[config.mk]
export PLATFORM = sky130hd
export DESIGN_NAME = gamepad_button_remap
export DESIGN_NICKNAME = d
export VERILOG_FILES = /design/src/rtl/core/gbr_pkg.sv /design/src/rtl/core/gamepad_button_remap.sv /design/src/rtl/core/gbr_cfg.sv /design/src/rtl/core/gbr_remap.sv
export VERILOG_INCLUDE_DIRS = /design/src /design/src/rtl/core
export SDC_FILE = /design/constraint.sdc
export NUM_CORES = 1
export LEC_CHECK = 0
export BUFFER_PORTS_ARGS = -buffer_cell sky130_fd_sc_hd__buf_4
export CORE_MARGIN = 4
export CORE_UTILIZATION = 50
export DETAILED_ROUTE_END_ITERATION = 6
export PLACE_DENSITY = 0.7
export SYNTH_ARGS = -nofsm -noshare
export SYNTH_HDL_FRONTEND = slang
export SYNTH_SLANG_ARGS = --single-unit
[constraint.sdc]
create_clock -name aclk -period 5.7 [get_ports aclk]
set_input_delay 0.57 -clock aclk [delete_from_list [all_inputs] [get_ports aclk]]
set_output_delay 0.57 -clock aclk [all_outputs]
set_load 0.005 [all_outputs]
[src/rtl/core/gamepad_button_remap_macros.svh]
// ----------------------------------------------------------------------------
// Gamepad button remap assertion macros
// Shared concurrent assertion wrappers, clocked on aclk, held off in reset.
// ----------------------------------------------------------------------------
`ifndef GAMEPAD_BUTTON_REMAP_MACROS_SVH
`define GAMEPAD_BUTTON_REMAP_MACROS_SVH

// same-cycle implication
`define GBR_ASSERT_IMPL(label, ante, cons, msg) \
    label: assert property (@(posedge aclk) disable iff (!aresetn) (ante) |-> (cons)) \
        else $error(msg);

// next-cycle implication
`define GBR_ASSERT_NEXT(label, ante, cons, msg) \
    label: assert property (@(posedge aclk) disable iff (!aresetn) (ante) |=> (cons)) \
        else $error(msg);

`endif

[src/rtl/core/gbr_pkg.sv]
// ----------------------------------------------------------------------------
// Gamepad button remap package
// Shared types, register codes, button masks and the target mask table.
// ----------------------------------------------------------------------------
package gbr_pkg;

    localparam int WORD_W = 27;   // mapped button word incl. virtual bits
    localparam int SEL_W  = 5;    // one table index

    // configuration register indices
    localparam logic [2:0] REG_DPAD_SELECT    = 3'd0;
    localparam logic [2:0] REG_FACE_SELECT    = 3'd1;
    localparam logic [2:0] REG_TRIGGER_SELECT = 3'd2;
    localparam logic [2:0] REG_CBUTTON_SELECT = 3'd3;
    localparam logic [2:0] REG_EXIT_COMBO     = 3'd4;
    localparam logic [2:0] REG_AXIS_SOURCE    = 3'd5;
    localparam logic [2:0] REG_INVERT_AXES    = 3'd6;
    localparam logic [2:0] REG_TRIG_THRESHOLD = 3'd7;

    // reset values
    localparam logic [19:0] RST_DPAD_SELECT    = 20'd134209;
    localparam logic [14:0] RST_FACE_SELECT    = 15'd9413;
    localparam logic [14:0] RST_TRIGGER_SELECT = 15'd19057;
    localparam logic [19:0] RST_CBUTTON_SELECT = 20'd540109;
    localparam logic [7:0]  RST_TRIG_THRESHOLD = 8'd48;

    // raw button bit positions
    localparam int BIT_B       = 1;
    localparam int BIT_A       = 2;
    localparam int BIT_START   = 3;
    localparam int BIT_D_UP    = 4;
    localparam int BIT_D_DOWN  = 5;
    localparam int BIT_D_LEFT  = 6;
    localparam int BIT_D_RIGHT = 7;
    localparam int BIT_Y       = 9;
    localparam int BIT_X       = 10;
    localparam int BIT_D2_UP   = 12;
    localparam int BIT_D2_DOWN = 13;
    localparam int BIT_D2_LEFT = 14;
    localparam int BIT_D2_RGHT = 15;
    localparam int BIT_VLTRIG  = 24;
    localparam int BIT_VRTRIG  = 25;
    localparam int BIT_VLTALT  = 26;

    // exit combos
    localparam logic [WORD_W-1:0] COMBO_SAB = 27'h000000E;
    localparam logic [WORD_W-1:0] COMBO_SX  = 27'h0000408;

    // axis constants
    localparam logic [7:0] AXIS_CENTRE  = 8'h80;
    localparam logic [7:0] AXIS_POS_MAG = 8'd80;
    localparam logic [7:0] AXIS_NEG_MAG = 8'hB0;   // -80

    typedef struct packed {
        logic [19:0] dpad_select;
        logic [14:0] face_select;
        logic [14:0] trigger_select;
        logic [19:0] cbutton_select;
        logic        exit_combo;
        logic        axis_source;
        logic [1:0]  invert_axes;
        logic [7:0]  trigger_threshold;
    } cfg_t;

    typedef struct packed {
        logic [1:0]  pad_index;
        logic        pad_present;
        logic [15:0] raw_buttons;
        logic [7:0]  stick_x;
        logic [7:0]  stick_y;
        logic [7:0]  left_trigger;
        logic [7:0]  right_trigger;
    } poll_t;

    typedef struct packed {
        logic [1:0]        source_pad;
        logic              pad_ok;
        logic [13:0]       target_buttons;
        logic [7:0]        x_axis;
        logic [7:0]        y_axis;
        logic              menu_exit;
        logic [WORD_W-1:0] mapped_word;
    } result_t;

    // target mask table; unused indices give an empty mask
    function automatic logic [WORD_W-1:0] mask_of(input logic [SEL_W-1:0] idx);
        logic [WORD_W-1:0] m;
        m = '0;
        case (idx)
            5'd1:    m[BIT_D_UP]    = 1'b1;
            5'd2:    m[BIT_D_LEFT]  = 1'b1;
            5'd3:    m[BIT_D_RIGHT] = 1'b1;
            5'd4:    m[BIT_D_DOWN]  = 1'b1;
            5'd5:    m[BIT_A]       = 1'b1;
            5'd6:    m[BIT_B]       = 1'b1;
            5'd7:    m[BIT_X]       = 1'b1;
            5'd8:    m[BIT_Y]       = 1'b1;
            5'd9:    m[BIT_START]   = 1'b1;
            5'd10:   m[0]           = 1'b1;
            5'd11:   m[8]           = 1'b1;
            5'd12:   m[11]          = 1'b1;
            5'd13:   m[BIT_D2_UP]   = 1'b1;
            5'd14:   m[BIT_D2_LEFT] = 1'b1;
            5'd15:   m[BIT_D2_RGHT] = 1'b1;
            5'd16:   m[BIT_D2_DOWN] = 1'b1;
            5'd17:   m[BIT_VLTRIG]  = 1'b1;
            5'd18:   m[BIT_VRTRIG]  = 1'b1;
            5'd19:   m[BIT_VLTALT]  = 1'b1;
            default: m = '0;
        endcase
        return m;
    endfunction

    // a target is held when its (non-empty) mask is fully set in the word
    function automatic logic held(input logic [WORD_W-1:0] word,
                                  input logic [SEL_W-1:0] idx);
        logic [WORD_W-1:0] m;
        m = mask_of(idx);
        return (m != '0) && ((word & m) == m);
    endfunction

endpackage

[src/rtl/core/gamepad_button_remap.sv]
// ----------------------------------------------------------------------------
// Gamepad button remap
// Remaps one pad poll per word into a target controller state.
//
// Usage:
//   s_* channel carries one poll word (pad port, presence, buttons, stick,
//   triggers); m_* channel returns one remapped word for each poll, in order.
//   Both channels use valid/ready. Configuration goes through cfg_we,
//   cfg_addr and cfg_wdata, one register per cycle, written while idle.
//   The poll register loads at acceptance and the result register loads from
//   it once the result slot is free; m_valid shows the result register.
//   Throughput: one word per cycle while m_ready holds, set by the single
//   combinational pass between the two registers.
//   Reset (aresetn low, synchronous) empties both registers and loads the
//   default button assignment and a trigger threshold of 48.
//   When the receiver stalls, the result register holds and the poll
//   register still takes one more word; s_ready drops only once both are
//   full and resumes in the cycle m_ready returns.
// ----------------------------------------------------------------------------
`include "gamepad_button_remap_macros.svh"

module gamepad_button_remap (
    input  logic              aclk,
    input  logic              aresetn,
    // configuration
    input  logic              cfg_we,
    input  logic [2:0]        cfg_addr,
    input  logic [19:0]       cfg_wdata,
    // poll input
    input  logic              s_valid,
    output logic              s_ready,
    input  logic [1:0]        s_pad_index,
    input  logic              s_pad_present,
    input  logic [15:0]       s_raw_buttons,
    input  logic [7:0]        s_stick_x,
    input  logic [7:0]        s_stick_y,
    input  logic [7:0]        s_left_trigger,
    input  logic [7:0]        s_right_trigger,
    // remapped output
    output logic              m_valid,
    input  logic              m_ready,
    output logic [1:0]        m_source_pad,
    output logic              m_pad_ok,
    output logic [13:0]       m_target_buttons,
    output logic signed [7:0] m_x_axis,
    output logic signed [7:0] m_y_axis,
    output logic              m_menu_exit,
    output logic [26:0]       m_mapped_word
);
    import gbr_pkg::*;

    cfg_t    cfg;
    poll_t   poll_in;
    poll_t   poll_reg;
    poll_t   poll_next;
    logic    poll_valid_reg;
    logic    poll_valid_next;
    result_t res_comb;
    result_t res_reg;
    result_t res_next;
    logic    res_valid_reg;
    logic    res_valid_next;
    logic    out_free;
    logic    poll_adv;
    logic    s_take;
    logic    both_full;
    logic    absent_zero;
    logic    trig_bits_ok;

    gbr_cfg u_cfg (
        .aclk      (aclk),
        .aresetn   (aresetn),
        .cfg_we    (cfg_we),
        .cfg_addr  (cfg_addr),
        .cfg_wdata (cfg_wdata),
        .cfg       (cfg)
    );

    gbr_remap u_remap (
        .cfg  (cfg),
        .poll (poll_reg),
        .res  (res_comb)
    );

    assign poll_in = '{pad_index:     s_pad_index,
                       pad_present:   s_pad_present,
                       raw_buttons:   s_raw_buttons,
                       stick_x:       s_stick_x,
                       stick_y:       s_stick_y,
                       left_trigger:  s_left_trigger,
                       right_trigger: s_right_trigger};

    // handshake: result slot frees when empty or taken
    assign out_free = !res_valid_reg || m_ready;
    assign poll_adv = poll_valid_reg && out_free;
    assign s_ready  = !poll_valid_reg || out_free;
    assign s_take   = s_valid && s_ready;

    // next state of both stages
    always_comb begin
        poll_valid_next = s_ready ? s_valid : poll_valid_reg;
        poll_next       = s_take ? poll_in : poll_reg;
        res_valid_next  = out_free ? poll_valid_reg : res_valid_reg;
        res_next        = poll_adv ? res_comb : res_reg;
    end

    always_ff @(posedge aclk) begin
        if (!aresetn) begin
            poll_valid_reg <= 1'b0;
            res_valid_reg  <= 1'b0;
        end else begin
            poll_valid_reg <= poll_valid_next;
            res_valid_reg  <= res_valid_next;
        end
    end

    // payload registers, no reset
    always_ff @(posedge aclk) begin
        poll_reg <= poll_next;
        res_reg  <= res_next;
    end

    assign m_valid          = res_valid_reg;
    assign m_source_pad     = res_reg.source_pad;
    assign m_pad_ok         = res_reg.pad_ok;
    assign m_target_buttons = res_reg.target_buttons;
    assign m_x_axis         = res_reg.x_axis;
    assign m_y_axis         = res_reg.y_axis;
    assign m_menu_exit      = res_reg.menu_exit;
    assign m_mapped_word    = res_reg.mapped_word;

    // check terms
    assign both_full    = poll_valid_reg && res_valid_reg;
    assign absent_zero  = (m_source_pad == 2'd0) && (m_target_buttons == 14'd0) &&
                          (m_mapped_word == 27'd0) && !m_menu_exit &&
                          (m_x_axis == 8'sd0) && (m_y_axis == 8'sd0);
    assign trig_bits_ok = !(m_mapped_word[24] && m_mapped_word[26]) &&
                          (m_mapped_word[23:16] == 8'd0);

    // checks
    `GBR_ASSERT_IMPL(a_full_stall, both_full && !m_ready, !s_ready, "word taken while full")
    `GBR_ASSERT_NEXT(a_advance, poll_adv, res_valid_reg, "polled word lost on its way out")
    `GBR_ASSERT_IMPL(a_absent_zero, res_valid_reg && !m_pad_ok, absent_zero, "missing pad not zero")
    `GBR_ASSERT_IMPL(a_trig_bits, res_valid_reg, trig_bits_ok, "bad virtual trigger bits")

endmodule

[src/rtl/core/gbr_cfg.sv]
// ----------------------------------------------------------------------------
// Gamepad button remap configuration registers
// Holds the eight settings, written through a simple indexed write port.
// ----------------------------------------------------------------------------
module gbr_cfg (
    input  logic         aclk,
    input  logic         aresetn,
    input  logic         cfg_we,
    input  logic [2:0]   cfg_addr,
    input  logic [19:0]  cfg_wdata,
    output gbr_pkg::cfg_t cfg
);
    import gbr_pkg::*;

    cfg_t cfg_reg;
    cfg_t cfg_next;

    // register write decode
    always_comb begin
        cfg_next = cfg_reg;
        if (cfg_we) begin
            case (cfg_addr)
                REG_DPAD_SELECT:    cfg_next.dpad_select       = cfg_wdata;
                REG_FACE_SELECT:    cfg_next.face_select       = cfg_wdata[14:0];
                REG_TRIGGER_SELECT: cfg_next.trigger_select    = cfg_wdata[14:0];
                REG_CBUTTON_SELECT: cfg_next.cbutton_select    = cfg_wdata;
                REG_EXIT_COMBO:     cfg_next.exit_combo        = cfg_wdata[0];
                REG_AXIS_SOURCE:    cfg_next.axis_source       = cfg_wdata[0];
                REG_INVERT_AXES:    cfg_next.invert_axes       = cfg_wdata[1:0];
                REG_TRIG_THRESHOLD: cfg_next.trigger_threshold = cfg_wdata[7:0];
                default:            cfg_next = cfg_reg;
            endcase
        end
    end

    always_ff @(posedge aclk) begin
        if (!aresetn) begin
            cfg_reg.dpad_select       <= RST_DPAD_SELECT;
            cfg_reg.face_select       <= RST_FACE_SELECT;
            cfg_reg.trigger_select    <= RST_TRIGGER_SELECT;
            cfg_reg.cbutton_select    <= RST_CBUTTON_SELECT;
            cfg_reg.exit_combo        <= 1'b0;
            cfg_reg.axis_source       <= 1'b0;
            cfg_reg.invert_axes       <= 2'd0;
            cfg_reg.trigger_threshold <= RST_TRIG_THRESHOLD;
        end else begin
            cfg_reg <= cfg_next;
        end
    end

    assign cfg = cfg_reg;

endmodule

[src/rtl/core/gbr_remap.sv]
// ----------------------------------------------------------------------------
// Gamepad button remap datapath
// Trigger folding, target matching, exit combo and axis generation for one poll.
// ----------------------------------------------------------------------------
module gbr_remap (
    input  gbr_pkg::cfg_t    cfg,
    input  gbr_pkg::poll_t   poll,
    output gbr_pkg::result_t res
);
    import gbr_pkg::*;

    logic              lheld;
    logic              rheld;
    logic [WORD_W-1:0] word;
    logic [13:0]       tgt;
    logic [WORD_W-1:0] combo;
    logic [7:0]        x_raw;
    logic [7:0]        y_raw;
    logic [7:0]        x_fin;
    logic [7:0]        y_fin;

    // trigger folding into the button word
    always_comb begin
        lheld = poll.left_trigger  >= cfg.trigger_threshold;
        rheld = poll.right_trigger >= cfg.trigger_threshold;
        word  = {{(WORD_W-16){1'b0}}, poll.raw_buttons};
        if (lheld && rheld) begin
            // both held: D-pad moves onto the second D-pad
            word[BIT_D2_UP]   = word[BIT_D2_UP]   | poll.raw_buttons[BIT_D_UP];
            word[BIT_D2_DOWN] = word[BIT_D2_DOWN] | poll.raw_buttons[BIT_D_DOWN];
            word[BIT_D2_LEFT] = word[BIT_D2_LEFT] | poll.raw_buttons[BIT_D_LEFT];
            word[BIT_D2_RGHT] = word[BIT_D2_RGHT] | poll.raw_buttons[BIT_D_RIGHT];
            word[BIT_D_RIGHT:BIT_D_UP] = 4'd0;
        end else begin
            if (lheld) begin
                if (poll.raw_buttons[BIT_Y]) begin
                    word[BIT_VLTALT] = 1'b1;
                end else begin
                    word[BIT_VLTRIG] = 1'b1;
                end
            end
            if (rheld) begin
                word[BIT_VRTRIG] = 1'b1;
            end
        end
    end

    // target matching through the select indices
    always_comb begin
        tgt[0]  = held(word, cfg.dpad_select[14:10]);
        tgt[1]  = held(word, cfg.dpad_select[9:5]);
        tgt[2]  = held(word, cfg.dpad_select[19:15]);
        tgt[3]  = held(word, cfg.dpad_select[4:0]);
        tgt[4]  = held(word, cfg.face_select[14:10]);
        tgt[5]  = held(word, cfg.face_select[9:5]);
        tgt[6]  = held(word, cfg.face_select[4:0]);
        tgt[7]  = held(word, cfg.trigger_select[4:0]);
        tgt[8]  = held(word, cfg.trigger_select[14:10]);
        tgt[9]  = held(word, cfg.trigger_select[9:5]);
        tgt[10] = held(word, cfg.cbutton_select[14:10]);
        tgt[11] = held(word, cfg.cbutton_select[9:5]);
        tgt[12] = held(word, cfg.cbutton_select[19:15]);
        tgt[13] = held(word, cfg.cbutton_select[4:0]);
    end

    assign combo = cfg.exit_combo ? COMBO_SX : COMBO_SAB;

    // axes: centred stick or D-pad, then optional negation (wraps -128)
    always_comb begin
        x_raw = 8'd0;
        y_raw = 8'd0;
        if (!cfg.axis_source) begin
            x_raw = poll.stick_x - AXIS_CENTRE;
            y_raw = AXIS_CENTRE - poll.stick_y;
        end else begin
            if (word[BIT_D_RIGHT]) begin
                x_raw = AXIS_POS_MAG;
            end else if (word[BIT_D_LEFT]) begin
                x_raw = AXIS_NEG_MAG;
            end
            if (word[BIT_D_UP]) begin
                y_raw = AXIS_POS_MAG;
            end else if (word[BIT_D_DOWN]) begin
                y_raw = AXIS_NEG_MAG;
            end
        end
        x_fin = cfg.invert_axes[1] ? (8'd0 - x_raw) : x_raw;
        y_fin = cfg.invert_axes[0] ? (8'd0 - y_raw) : y_raw;
    end

    // missing pad gives an all-zero word
    always_comb begin
        res = '0;
        if (poll.pad_present) begin
            res.source_pad     = poll.pad_index;
            res.pad_ok         = 1'b1;
            res.target_buttons = tgt;
            res.x_axis         = x_fin;
            res.y_axis         = y_fin;
            res.menu_exit      = (word & combo) == combo;
            res.mapped_word    = word;
        end
    end

endmodule

Yosys cells after proc, flatten, opt, wreduce, memory -nomap -nowiden
Index checks and enable logic that the tools add are counted.
{"block": "totals", "in_bits": 79, "wordCells": 666, "register_bits": 196, "output_inout_bits": 63}
{"block": "classes", "n_lt_le_gt_ge": 2, "n_addsub": 4, "eq_ne": 288, "reduce_logical": 44, "n_mux": 284, "n_bitwise": 19}
{"op": "equality test 5 x 4 -> 1 bit, second input constant", "count": 112}
{"op": "bitwise AND 27 bit", "count": 15}
{"op": "equality test 27 bit", "count": 15}
{"op": "nonzero test 27 bit", "count": 14}
{"op": "equality test 5 x 3 -> 1 bit, second input constant", "count": 56}
{"op": "equality test 5 bit, second input constant", "count": 56}
{"op": "two-way mux 1 bit", "count": 271}
{"op": "equality test 5 x 2 -> 1 bit, second input constant", "count": 28}
{"op": "equality test 5 x 1 -> 1 bit, second input constant", "count": 14}
{"op": "two-way mux 8 bit", "count": 8}
{"op": "two-way mux 59 bit", "count": 1}
{"op": "logical AND 1 bit", "count": 17}
{"op": ">= comparator 8 bit", "count": 2}
{"op": "AND reduction 2 bit", "count": 8}
{"op": "subtractor 1 x 8 -> 8 bit, first input constant", "count": 2}
{"op": "equality test 3 bit, second input constant", "count": 4}
{"op": "two-way mux 11 bit", "count": 1}
{"op": "two-way mux 4 bit", "count": 2}
{"op": "subtractor 8 bit, first input constant", "count": 1}
{"op": "subtractor 8 bit, second input constant", "count": 1}
{"op": "equality test 3 x 2 -> 1 bit, second input constant", "count": 2}
{"op": "OR 1 bit", "count": 4}
{"op": "equality test 3 x 1 -> 1 bit, second input constant", "count": 1}
{"op": "logical NOT 3 bit", "count": 1}
{"op": "other kinds (3)", "count": 5}

Longest topological paths before layout
Gate-level depths: netlist (run 1).
{"block": "logic_depth", "ltp_word": 9, "mapped_depth": 11, "depth_no_buf": 9}

Modules after synthesis
Synthesis (run 1) repeated with hierarchy kept, for this count alone.
{"block": "hier_totals", "hier_cells": 1184, "hier_area_um2": 11323.4}
{"mod": "gbr_remap", "cells_each": 745, "n_inst": 1, "area_each_um2": 4548.1, "seq_area_each_um2": 0.0}
{"mod": "gamepad_button_remap", "cells_each": 121, "n_inst": 1, "area_each_um2": 3467.1, "seq_area_each_um2": 3403.3}
{"mod": "gbr_cfg", "cells_each": 318, "n_inst": 1, "area_each_um2": 3308.2, "seq_area_each_um2": 1641.6}

Worst setup path before layout (run 1)
No wires, ideal clock.
{"block": "synth_path", "path_type": "input to register", "startpoint": "input port m_ready", "endpoint": "register res_reg, in the netlist m_mapped_word[0] (enable)", "t_arrival_ns": 3.012, "cell_stages": 2, "setup_ns": 0.470, "required_time_ns": 5.230, "path_buffers": 0, "path_slack_ns": 2.218, "cell_sequence": "nor2b_1 nor2b_1"}
{"block": "synth_between", "elab_chain_len": 2}
{"item": "start, declared", "line_no": "gamepad_button_remap.sv:41", "source": "input logic m_ready,"}
{"item": "logical OR 1 bit", "line_no": "gamepad_button_remap.sv:94", "source": "assign out_free = !res_valid_reg || m_ready;"}
{"item": "logical AND 1 bit", "line_no": "gamepad_button_remap.sv:95", "source": "assign poll_adv = poll_valid_reg && out_free;"}
{"item": "named net poll_adv", "line_no": "gamepad_button_remap.sv:64", "source": "logic poll_adv;"}
{"item": "end signal, assigned", "line_no": "gamepad_button_remap.sv:120", "source": "res_reg <= res_next;"}
{"item": "end, declared", "line_no": "gamepad_button_remap.sv:59", "source": "result_t res_reg;"}
The timed path passes the listed nets, and every way through them passes these cells.
A chain may end at the register's enable or synchronous reset.

Worst setup path in the final report (run 1)
{"block": "layout_path", "startpoint": "register u_cfg.cfg_reg, in the netlist u_cfg.cfg[2]", "endpoint": "register res_reg, in the netlist m_target_buttons[3] (data pin)"}
{"block": "layout_between", "elab_chain_len": 6, "word_cells_on_any_way": 12, "classes_between": "order compare: 2; eq/ne: 1; mux: 6; bitwise: 1; reduce/logical: 2"}
{"item": "start, declared", "line_no": "gbr_cfg.sv:15", "source": "cfg_t cfg_reg;"}
{"item": "start signal, assigned", "line_no": "gbr_cfg.sv:47", "source": "cfg_reg <= cfg_next;"}
{"item": ">= comparator 8 bit, on equally long branches", "line_no": "gbr_remap.sv:24, gbr_remap.sv:25"}
{"item": "two-way mux 1 bit, or another cell as far along", "line_no": "gbr_remap.sv:35", "source": "if (lheld) begin"}
{"item": "two-way mux 3 bit or two-way mux 4 bit (tied branches)", "line_no": "gbr_remap.sv:27", "source": "if (lheld && rheld) begin"}
{"item": "bitwise AND 27 bit (*)", "line_no": "gbr_pkg.sv:119", "source": "return (m != '0) && ((word & m) == m);"}
{"item": "equality test 27 bit (*)", "line_no": "gbr_pkg.sv:119"}
{"item": "logical AND 1 bit (*)", "line_no": "gbr_pkg.sv:119"}
Every way passes the cells marked *; elsewhere a longest branch is shown, timed or not.

==> results.md, run 1 <==
- Status: finished with violations
- Violated checks: design-rule violations
- Critical path peak fanout: 12
- Syn-to-layout area delta: 13.53%
- Flops & latches, synth: 188
- Crit Path Class: flop to flop
- FF-to-FF setup slack: 2190 ps
- ANT cells: 0
- Post-synth top cells: 222 x nand2_1, 105 x clkbuf_1, 104 x edfxtp_1
- CTS tree: done
- Largest cells by area after synthesis: edfxtp_1 28%, dfxtp_1 15%, nand2_1 7.4%, clkbuf_1 3.5%, a21boi_0 3.4%
- Vias in the first global route: 9503
- Largest net degree at the start of global routing: 85
- Port bufs: 133
- Core Area: 21960 um^2
- Crit path depth: 9
- Number of flip-flops in the largest register: 82
- LEAKAGE: between 4 and 5 nW
- Worst skew pair latency: 450 ps
- Critical Path RT: between 5000 and 6000 ps
- Max-slew violation count: 0
- IO Pins: between 100 and 150
- Worst r2r src: u_cfg.cfg[2]
- Final instance area: 12710 um^2
- Critical path's top delay family: compound AO/OA/AOI/OAI gates
- Final Power: 0.003185 W
- Routed length per instance: 20.53 um
- P per Cell Area: approximately 250 nW/um^2
- Share of flip-flops with an asynchronous set or reset: 0%
- Layout cells sized above 1: 14.22%
- Final Hold Fails: 0
- CP cell instances: inv_1 -> ha_1 -> o21ai_1 -> a211o_1 -> o21a_1 -> o21ai_1 -> nand2_1 -> a2111oi_0 -> nor4_1
- Leading area contributor after synthesis: edfxtp_1
- CP Capture Type: flop
- Die Footprint: 24860 um^2
- Via density per instance: between 6 and 7
- All-layer global routing usage: 27.09%
- Critical Path AT: 3690 ps
- Seq/Total Area, Yosys: a little over two fifths
- Initial DRC Count: roughly 1200
- Post-DP Area: ~12000 um^2
- Routed Antenna Nets: 0
- Critical path startpoint category: flop
- Skew final: 13.56 ps
- Clk sinks: 188
- Layout net count: ~1500
- Post-detail-place hpwl: ~22000 um
- CTS resizes: 0
- Initial antenna violation count: 0
- Crit-path most repeated cell: o21ai_1
- Routability cong.: 0.9246
- Placed cells: 1619
- Starting Density: between 50 and 60%
- Crit path to: m_target_buttons[3]
- CP max stage delay: 1070 ps
- Critical path startpoint: u_cfg.cfg[2]
- Fin crit share: between 60% and 70%
- CTS H-tree depth: 4
- Hold-fix buffers, CTS: 0
- Routed via count: 10300
- Clk buf depth: 2
- RSZ-0062 raised after global routing: false
- Post-synth EDFFs: ~100
- Yosys warning count: 0
- Synth top area share: 27.89%
- FF-to-FF path depth: 9
- Synthesized instance count: about 1300
- Reg clk slew, reported paths: 80 ps
- Reg-to-reg endpoint: m_target_buttons[3]
- # Post-CTS Setup Buffers: 0
- Maxcap violations: 0
- Die X: 157.7 um
- Global-route wire length before repair: 52570 um
- First-pass DRT Iterations: 7
- Chip height: 157.7 um
- Cell Area, Synth: between 10000 and 15000 um^2
- Worst Path Buf+Inv: 1
- Final Routed Wirelength: 33890 um
- Most frequent cell after synthesis: nand2_1
- Peak VDD IR: 0.1739 mV
- Final setup violation count: 0
- Fmax: 0.2846 GHz
- Fin cells: 1651
- Row count: 54
- Worst slew pin tran: around 1300 ps
- Hold Crit Class: input port to flop
- CTS Buf Count: 17
- Tmin final: 3513 ps
- Clock Root Buffer: clkbuf_16
- Post-Syn Area per Cell: 8.484 um^2
- Post-route DRC: 2
- Setup TNS: 0 ps
- Grt ovf: 0
- CP max stage cell: o21ai_1
- Ys flop type: edfxtp_1
- Headroom to the max-slew limit: 13.22%
- Distinct cells, synth: 70
## cell families (layout without fill, tap and decap cells)
group / count (synthesis) / count (layout) / synth area share (%)
simple gates: 567 / 567 / 24.24
buf+inv: 170 / 214 / 6.178
flops: 188 / 188 / 42.90
xor+xnor: 21 / 21 / 1.642
fa+ha+maj: 19 / 19 / 2.123
other cells: 1 / 8 / 0.03348
mux: 29 / 29 / 2.726
compound gates: 325 / 325 / 20.15
## cell usage in the layout, fill, tap and decap left out, types with 13 or more instances in the layout
master	instances
nand2_1	222
edfxtp_1	104
o211ai_1	18
nor3b_1	15
a21oi_1	47
a21boi_0	51
clkbuf_16	17
dfxtp_1	84
ha_1	19
mux2i_1	26
nor3_1	40
inv_1	39
buf_4	143
nand2b_1	13
a31oi_1	23
nor4_1	13
nor2b_1	33
o22ai_1	15
a211oi_1	20
nand3b_1	18
nand3_1	57
o21ai_0	47
nor2_1	97
## metal layers
metal / track usage (%) / vias to the layer above / part of all wire, %
met5: 0 / - / 0
met4: 9.750 / 0 / 3.0
met3: 5.549 / 78 / 10
met2: 42.26 / 583 / 45
met1: 37.53 / 4822 / 41
li1: - / 4819 / -
## final cells by class
| class | instances | area, um^2 |
|---|---|---|
| inverter | 39 | 146.4 |
| multi-input combinational | 969 | 5764 |
| clock inverter | 15 | 150.1 |
| fill | 1974 | 9244 |
| tap | 280 | 350.3 |
| sequential | 188 | 4805 |
| clock buffer | 17 | 425.4 |
| timing repair buffer | 143 | 1074 |
## power by group
group	switching [W]	internal [W]
Sequential	0.0000891	0.00150
Combinational	0.000240	0.000177
Clock	0.000598	0.000583
## worst min path at each step
stage / start / end / slack [ps] / depth (start not counted)
2_1_floorplan: u_cfg.cfg[1] / u_cfg.cfg[1] / 440 / 2
3_3_place_gp: u_cfg.cfg[2] / u_cfg.cfg[2] / 450 / 2
3_5_place_dp: u_cfg.cfg[3] / u_cfg.cfg[3] / 460 / 2
4_1_cts: s_raw_buttons[0] / poll_reg[32] / 280 / 1
5_1_grt: s_stick_y[7] / poll_reg[23] / 280 / 1
6_report: s_raw_buttons[0] / poll_reg[32] / 300 / 1
## through the flow
step | setup WS (ps) | hold slack [ps] | utilization [%]
6_report | 2187 | 296.2 | 57.90
4_1_cts | 2277 | 279.3 | 57.90
2_1_floorplan | 2218 | 443.5 | -
5_1_grt | 2060 | 276.9 | 57.90
3_3_place_gp | 2498 | 453.7 | 55.28
3_5_place_dp | 2277 | 460.9 | 55.28
## worst reg2reg max path: stages (launching register included)
cell	delay, ps
dfxtp_1	340
inv_1	60
ha_1	270
o21ai_1	60
a211o_1	340
o21a_1	380
o21ai_1	1080
nand2_1	110
a2111oi_0	500
nor4_1	110
(Power assumes the default switching activity.)
==> run 2, diff against run 1 <==
- ABC_AREA: unset -> 1
- PLACE_DENSITY: 0.7 -> 0.73
- clock period: 5.7 -> 3 ns (I/O delays scaled with it)
==> results.md, run 2 <==
- Status: finished, final reports clean (was finished with violations)
- Cell Area, Synth: 11270 um^2 (was 11200 um^2)
- Post-synth top cells: 300 x nand2_1, 220 x nor2_1, 193 x inv_1 (was 222 x nand2_1, 105 x clkbuf_1, 104 x edfxtp_1)
- Initial antenna violation count: 0 (unchanged)
- Fin cells: 1995 (was 1651)
- Clock Root Buffer: clkbuf_16 (unchanged)
- P per Cell Area: 472.9 nW/um^2 (was 250.5 nW/um^2)
- Most frequent cells in the layout: 300 x nand2_1, 220 x nor2_1, 192 x inv_1 (was 222 x nand2_1, 143 x buf_4, 104 x edfxtp_1)
- Critical Path AT: 2950 ps (was 3690 ps)
- Core Area: 22030 um^2 (was 21960 um^2)
- Setup TNS: 0 ps (unchanged)
- RSZ-0062 raised after global routing: false (unchanged)
- Layout net count: 1800 (was 1456)
- CP max stage delay: 400 ps (was 1070 ps)
- Flops & latches, synth: 188 (unchanged)
- Share of flip-flops with an asynchronous set or reset: 0% (unchanged)
- Worst r2r src: poll_reg[13] (was u_cfg.cfg[2])
- Port bufs: 133 (unchanged)
- Vias in the first global route: 10660 (was 9503)
- All-layer global routing usage: 31.10% (was 27.09%)
- Crit Path Class: flop to flop (unchanged)
- Largest net degree at the start of global routing: 54 (was 85)
- Global-route wire length before repair: 59320 um (was 52570 um)
- Critical Path RT: 3200 ps (was 5870 ps)
- Row count: 54 (unchanged)
- Chip height: 158.1 um (was 157.7 um)
- Grt ovf: 0 (unchanged)
- Synthesized instance count: 1568 (was 1320)
- Routability cong.: 0.9920 (was 0.9246)
- Largest cells by area after synthesis: edfxtp_1 28%, dfxtp_1 15%, nand2_1 10%, nand3_1 8.1%, nor2_1 7.3% (was edfxtp_1 28%, dfxtp_1 15%, nand2_1 7.4%, clkbuf_1 3.5%, a21boi_0 3.4%)
- Tmin final: 2750 ps (was 3513 ps)
- Worst slew pin tran: 1039 ps (was 1293 ps)
- Post-DP Area: 12630 um^2 (was 12140 um^2)
- Distinct cells, synth: 41 (was 70)
- Max-slew violation count: 0 (unchanged)
- Yosys warning count: 0 (unchanged)
- Fin crit share: 91.68% (was 61.64%)
- Critical path startpoint: poll_reg[13] (was u_cfg.cfg[2])
- Most common cell after layout, fill and taps aside: nand2_1 (unchanged)
- Seq/Total Area, Yosys: 42.62% (was 42.90%)
- Via density per instance: 5.841 (was 6.240)
- Final Power: 0.006257 W (was 0.003185 W)
- Multi-input logic area: 5484 um^2 (was 5764 um^2)
- Post-synth EDFFs: 104 (unchanged)
- Hold-fix buffers, CTS: 0 (unchanged)
- CTS H-tree depth: 4 (unchanged)
- Worst skew pair latency: 450 ps (about the same)
- Ys flop type: edfxtp_1 (unchanged)
- Headroom to the max-slew limit: 30.66% (was 13.22%)
- Synth top area share: 27.71% (was 27.89%)
- Clk buf depth: 2 (unchanged)
- Die X: 158.1 um (was 157.7 um)
- First-pass DRT Iterations: 6 (was 7)
- Die Footprint: 25010 um^2 (was 24860 um^2)
- HP Start: s_right_trigger[5] (was s_raw_buttons[0])
- CP Capture Type: flop (unchanged)
- Final instance area: 13230 um^2 (was 12710 um^2)
- Placed cells: 1963 (was 1619)
- CP cell instances: ha_1 -> a21oi_1 -> nor2_1 -> nor2_2 -> nand3_2 -> nand2_2 -> inv_1 -> nand2_2 -> nand2_1 -> inv_1 -> nand3_1 -> nand3_1 -> nor3_2 (was inv_1 -> ha_1 -> o21ai_1 -> a211o_1 -> o21a_1 -> o21ai_1 -> nand2_1 -> a2111oi_0 -> nor4_1)
- Routed via count: 11650 (was 10300)
- Initial DRC Count: 1150 (was 1162)
- Maxcap violations: 0 (unchanged)
- Reg clk slew, reported paths: 80 ps (about the same)
- IO Pins: 142 (unchanged)
- Clk sinks: 188 (unchanged)
- ANT cells: 0 (unchanged)
- Syn-to-layout area delta: 17.38% (was 13.53%)
- CP max stage cell: edfxtp_1 (was o21ai_1)
- Register area: 4805 um^2 (unchanged)
- CTS tree: done (unchanged)
- Peak VDD IR: 0.3429 mV (was 0.1739 mV)
- LEAKAGE: 5.872 nW (was 4.683 nW)
- Fmax: 0.3636 GHz (was 0.2846 GHz)
- Final Hold Fails: 0 (unchanged)
- CTS resizes: 0 (unchanged)
- Placement Setup Slack: 320.9 ps (was 2277 ps)
- Final setup violation count: 0 (unchanged)
- Critical path peak fanout: 11 (was 12)
- Most frequent cell after synthesis: nand2_1 (unchanged)
- Leading area contributor after synthesis: edfxtp_1 (unchanged)
- Starting Density: 51.18% (was 51.00%)
- Skew final: 11.38 ps (was 13.56 ps)
- CTS Buf Count: 17 (unchanged)
- Layout cells sized above 1: 12.89% (was 14.22%)
- Post-detail-place hpwl: 27810 um (was 22170 um)
- Fillers: 2085 (was 1974)
- Routed Antenna Nets: 0 (unchanged)
- Final Routed Wirelength: 38890 um (was 33890 um)
- Post-route DRC: 0 (was 2)
- Critical path startpoint category: flop (unchanged)
- Routed length per instance: 19.49 um (was 20.53 um)
- Post-Syn Area per Cell: 7.189 um^2 (was 8.484 um^2)
- Worst Setup Slack, final: 249.8 ps (was 2187 ps)
- Hold Crit Class: input port to flop (unchanged)
- Number of flip-flops in the largest register: 82 (unchanged)
- # Post-CTS Setup Buffers: 0 (unchanged)
-- run 2: kinds of logic (layout without fill, tap and decap cells) --
logic type | count (synthesis) | count (layout) | share of synthesized area (%)
and+or+nand+nor | 848 | 848 | 33.40
buffers and inverters | 257 | 397 | 9.058
AOI/OAI and AO/OA | 255 | 255 | 12.78
DFF | 188 | 188 | 42.62
adders and majority gates | 19 | 19 | 2.109
other | 1 | 8 | 0.03327
-- run 2: final timing paths --
kind | to | slack [ps] | depth (start not counted)
max | m_target_buttons[5] | 250 | 13
min | poll_reg[5] | 20 | 1
max reg2reg | m_target_buttons[5] | 250 | 13
min reg2reg | u_cfg.cfg[3] | 500 | 2
-- run 2: worst max-delay path: cells and delay by family, from the launching register on --
| kind | cells | cell delay [ps] |
|---|---|---|
| buf+inv | 2 | 380 |
| fa+ha+maj | 1 | 310 |
| flops | 1 | 400 |
| compound gates | 1 | 160 |
| simple gates | 9 | 1250 |
-- run 2: stage by stage --
stage               hold slack [ps]  util (%)
detailed placement            479.3     57.35
global placement              476.4     57.35
global route                  2.192     60.07
CTS                           13.03     60.07
floorplan                     398.9         -
finish                        23.74     60.07
-- run 2: power by group --
part / switching, W / internal [W] / total (W)
clock network: 0.00118 / 0.00113 / 0.00231
registers: 0.0000845 / 0.00286 / 0.00294
logic: 0.000669 / 0.000339 / 0.00101
-- run 2: final cells by class --
class                      instances  area share (%)
tap                              280           2.648
multi-input combinational       1130           41.45
timing repair buffer             166           9.419
inverter                         199           5.645
clock buffer                      18           3.244
clock inverter                    14           1.286
sequential                       188           36.31
-- run 2: metal layers --
metal | share of wire (%) | up-vias | global-route usage [%] | wire, um
met3 | 9.7 | 115 | 4.893 | 3770
li1 | - | 5592 | - | -
met4 | 4.4 | 0 | 13.28 | 1714
met1 | 42 | 5355 | 42.65 | 16350
met2 | 44 | 590 | 49.02 | 17060
met5 | 0 | - | 0 | 0
==> run 3, diff against run 2 <==
- CELL_PAD_IN_SITES_DETAIL_PLACEMENT: unset -> 0
- CELL_PAD_IN_SITES_GLOBAL_PLACEMENT: unset -> 1
- CORE_MARGIN: 4 -> unset
- CORE_UTILIZATION: 50 -> 39
- PLACE_DENSITY: 0.73 -> unset
- PLACE_DENSITY_LB_ADDON: unset -> 0.1
==> results.md, run 3 (synthesis gave the netlist of run 2 again) <==
- Util after Layout: 47.47% (was 60.07%)
- Most frequent cells in the layout: 300 x nand2_1, 220 x nor2_1, 192 x inv_1 (unchanged)
- CTS H-tree depth: 4 (unchanged)
- Register area: 4805 um^2 (unchanged)
- Crit path to: m_target_buttons[3] (was m_target_buttons[5])
- Die X: 172.0 um (was 158.1 um)
- Reg-to-reg endpoint: m_target_buttons[3] (was m_target_buttons[5])
- Skew final: 11.64 ps (was 11.38 ps)
- Critical Path AT: 2910 ps (was 2950 ps)
- Final setup violation count: 0 (unchanged)
- Routed Antenna Nets: 0 (unchanged)
- Initial DRC Count: 1265 (was 1150)
- Status: finished, final reports clean (unchanged)
- Setup TNS: 0 ps (unchanged)
- ANT cells: 0 (unchanged)
- CP Capture Type: flop (unchanged)
- Maxcap violations: 0 (unchanged)
- FF-to-FF path depth: 16 (was 13)
- Routed via count: 11630 (was 11650)
- Syn-to-layout area delta: 18.29% (was 17.38%)
- Routed length per instance: 19.13 um (was 19.49 um)
- Worst r2r src: u_cfg.cfg[7] (was poll_reg[13])
- Die Footprint: 29590 um^2 (was 25010 um^2)
- Global-route wire length before repair: 60510 um (was 59320 um)
- Post-route DRC: 0 (unchanged)
- LEAKAGE: 5.860 nW (was 5.872 nW)
- Grt ovf: 0 (unchanged)
- Clock network fraction of total power: 35.8% (was 36.9%)
- Multi-input logic area: 5489 um^2 (was 5484 um^2)
- Hold Crit Class: input port to flop (unchanged)
- Placed cells: 2061 (was 1963)
- Final Power: 0.006181 W (was 0.006257 W)
- RSZ-0062 raised after global routing: false (unchanged)
- Net Sw Frac: 29.60% (was 30.85%)
- Crit Path Class: flop to flop (unchanged)
- Critical path peak fanout: 11 (unchanged)
- P per Cell Area: 463.5 nW/um^2 (was 472.9 nW/um^2)
- Headroom to the max-slew limit: 34.97% (was 30.66%)
- Tmin final: 2705 ps (was 2750 ps)
- Initial antenna violation count: 0 (unchanged)
- Vias in the first global route: 10630 (was 10660)
- Port bufs: 133 (unchanged)
- All-layer global routing usage: 27.78% (was 31.10%)
- CTS tree: done (unchanged)
- Routability cong.: 0.9522 (was 0.9920)
- Layout cells sized above 1: 12.65% (was 12.89%)
- Most common cell after layout, fill and taps aside: nand2_1 (unchanged)
- Layout net count: 1800 (unchanged)
- Hold-fix buffers, CTS: 0 (unchanged)
- Max-slew violation count: 0 (unchanged)
- Via density per instance: 5.554 (was 5.841)
- Clk sinks: 188 (unchanged)
- Core Area: 28090 um^2 (was 22030 um^2)
- First-pass DRT Iterations: 7 (was 6)
- Worst slew pin tran: 974.4 ps (was 1039 ps)
- Fmax: 0.3696 GHz (was 0.3636 GHz)
- Clk buf depth: 2 (unchanged)
- IO Pins: 142 (unchanged)
- Fillers: 2858 (was 2085)
- Internal power: 0.004351 W (was 0.004326 W)
- CTS Buf Count: 17 (unchanged)
- Final Routed Wirelength: 40050 um (was 38890 um)
- Number of flip-flops in the largest register: 82 (unchanged)
- Seq pwr share: 47.6% (was 47.0%)
- Psw: 0.001830 W (was 0.001931 W)
- Clock Root Buffer: clkbuf_16 (unchanged)
- Largest net degree at the start of global routing: 80 (was 54)
- Post-detail-place hpwl: 28160 um (was 27810 um)
- Worst skew pair latency: 450 ps (about the same)
- Reg clk slew, reported paths: 70 ps (was 80 ps)
- Chip height: 172.0 um (was 158.1 um)
- Peak VDD IR: 0.3468 mV (was 0.3429 mV)
- Critical Path RT: 3210 ps (was 3200 ps)
- Starting Density: 40.13% (was 51.18%)
- Fin crit share: 90.18% (was 91.68%)
- Final Hold Fails: 0 (unchanged)
- Comb pwr share: 16.5% (was 16.1%)
- Critical path startpoint category: flop (unchanged)
- FF-to-FF setup slack: 290 ps (was 250 ps)
- Row count: 61 (was 54)
- Fin cells: 2093 (was 1995)
- Critical path startpoint: u_cfg.cfg[7] (was poll_reg[13])
==> run 3: cell count changes in the layout (fill, tap and decap cells not counted), sizes merged <==
cell and change:
bufinv +1, clkbuf +1, clkinvlp +2, inv -4
==> run 3: worst min-delay path by stage <==
| stage | from | to | slack [ps] | cells past startpoint |
|---|---|---|---|---|
| after floorplan | s_right_trigger[0] | poll_reg[0] | 400 | 0 |
| after global placement | s_left_trigger[0] | poll_reg[8] | 480 | 1 |
| after detailed placement | s_right_trigger[0] | poll_reg[0] | 480 | 1 |
| after CTS | s_right_trigger[0] | poll_reg[0] | 6 | 1 |
| after global routing | s_right_trigger[0] | poll_reg[0] | 8 | 1 |
| final | s_right_trigger[1] | poll_reg[1] | 20 | 1 |
==> run 3: repair_timing <==
item,in CTS,in global routing
setup buffers,0,0
hold endpoints to repair,0,0
gates resized for setup,0,1
endpoints found under the setup margin,0,3
==> run 3: power by group through the flow <==
stage                     Clock, W  Sequential, W  Combinational (W)
after floorplan                  0        0.00298           0.000560
after global placement           0        0.00300            0.00100
after detailed placement         0        0.00300            0.00100
after CTS                  0.00225        0.00294            0.00101
after global routing       0.00234        0.00296            0.00111
final                      0.00221        0.00294            0.00102
==> run 3: metrics by stage <==
stage / instance area, um^2 / setup WS [ps] / hold slack [ps]
after floorplan: 11300 / 663.4 / 398.9
after global placement: 12780 / 329.9 / 478.3
after detailed placement: 12780 / 231.1 / 479.3
after CTS: 13330 / 211.6 / 6.307
after global routing: 13330 / 70.91 / 7.733
final: 13330 / 294.7 / 21.51
==> run 3: routing by layer <==
metal / wire length (um) / vias to the layer above / GRT usage, %
met1: 17140 / 5343 / 36.60
li1: - / 5604 / -
met4: 1418 / 0 / 11.85
met5: 0 / - / 0
met3: 3411 / 95 / 5.173
met2: 18070 / 583 / 44.42
==> run 3: critical path, stage by stage (launching register included) <==
cell and delay, ps:
dfxtp_1 310, inv_1 60, ha_1 310, nand2_1 90, a21oi_1 40, nor3_1 170, nand2_1 150, nand2_4 220
inv_1 130, nand2_2 200, nand2_1 140, inv_2 290, nand3_1 120, nand2_1 80, inv_1 40, nand3_1 70
nor2_1 40
==> run 3: cell type report <==
type / count / area share (%)
clock inverter: 13 / 0.8727
multi-input combinational: 1130 / 41.17
tap: 378 / 3.547
inverter: 199 / 5.602
timing repair buffer: 166 / 9.534
sequential: 188 / 36.03
clock buffer: 19 / 3.247
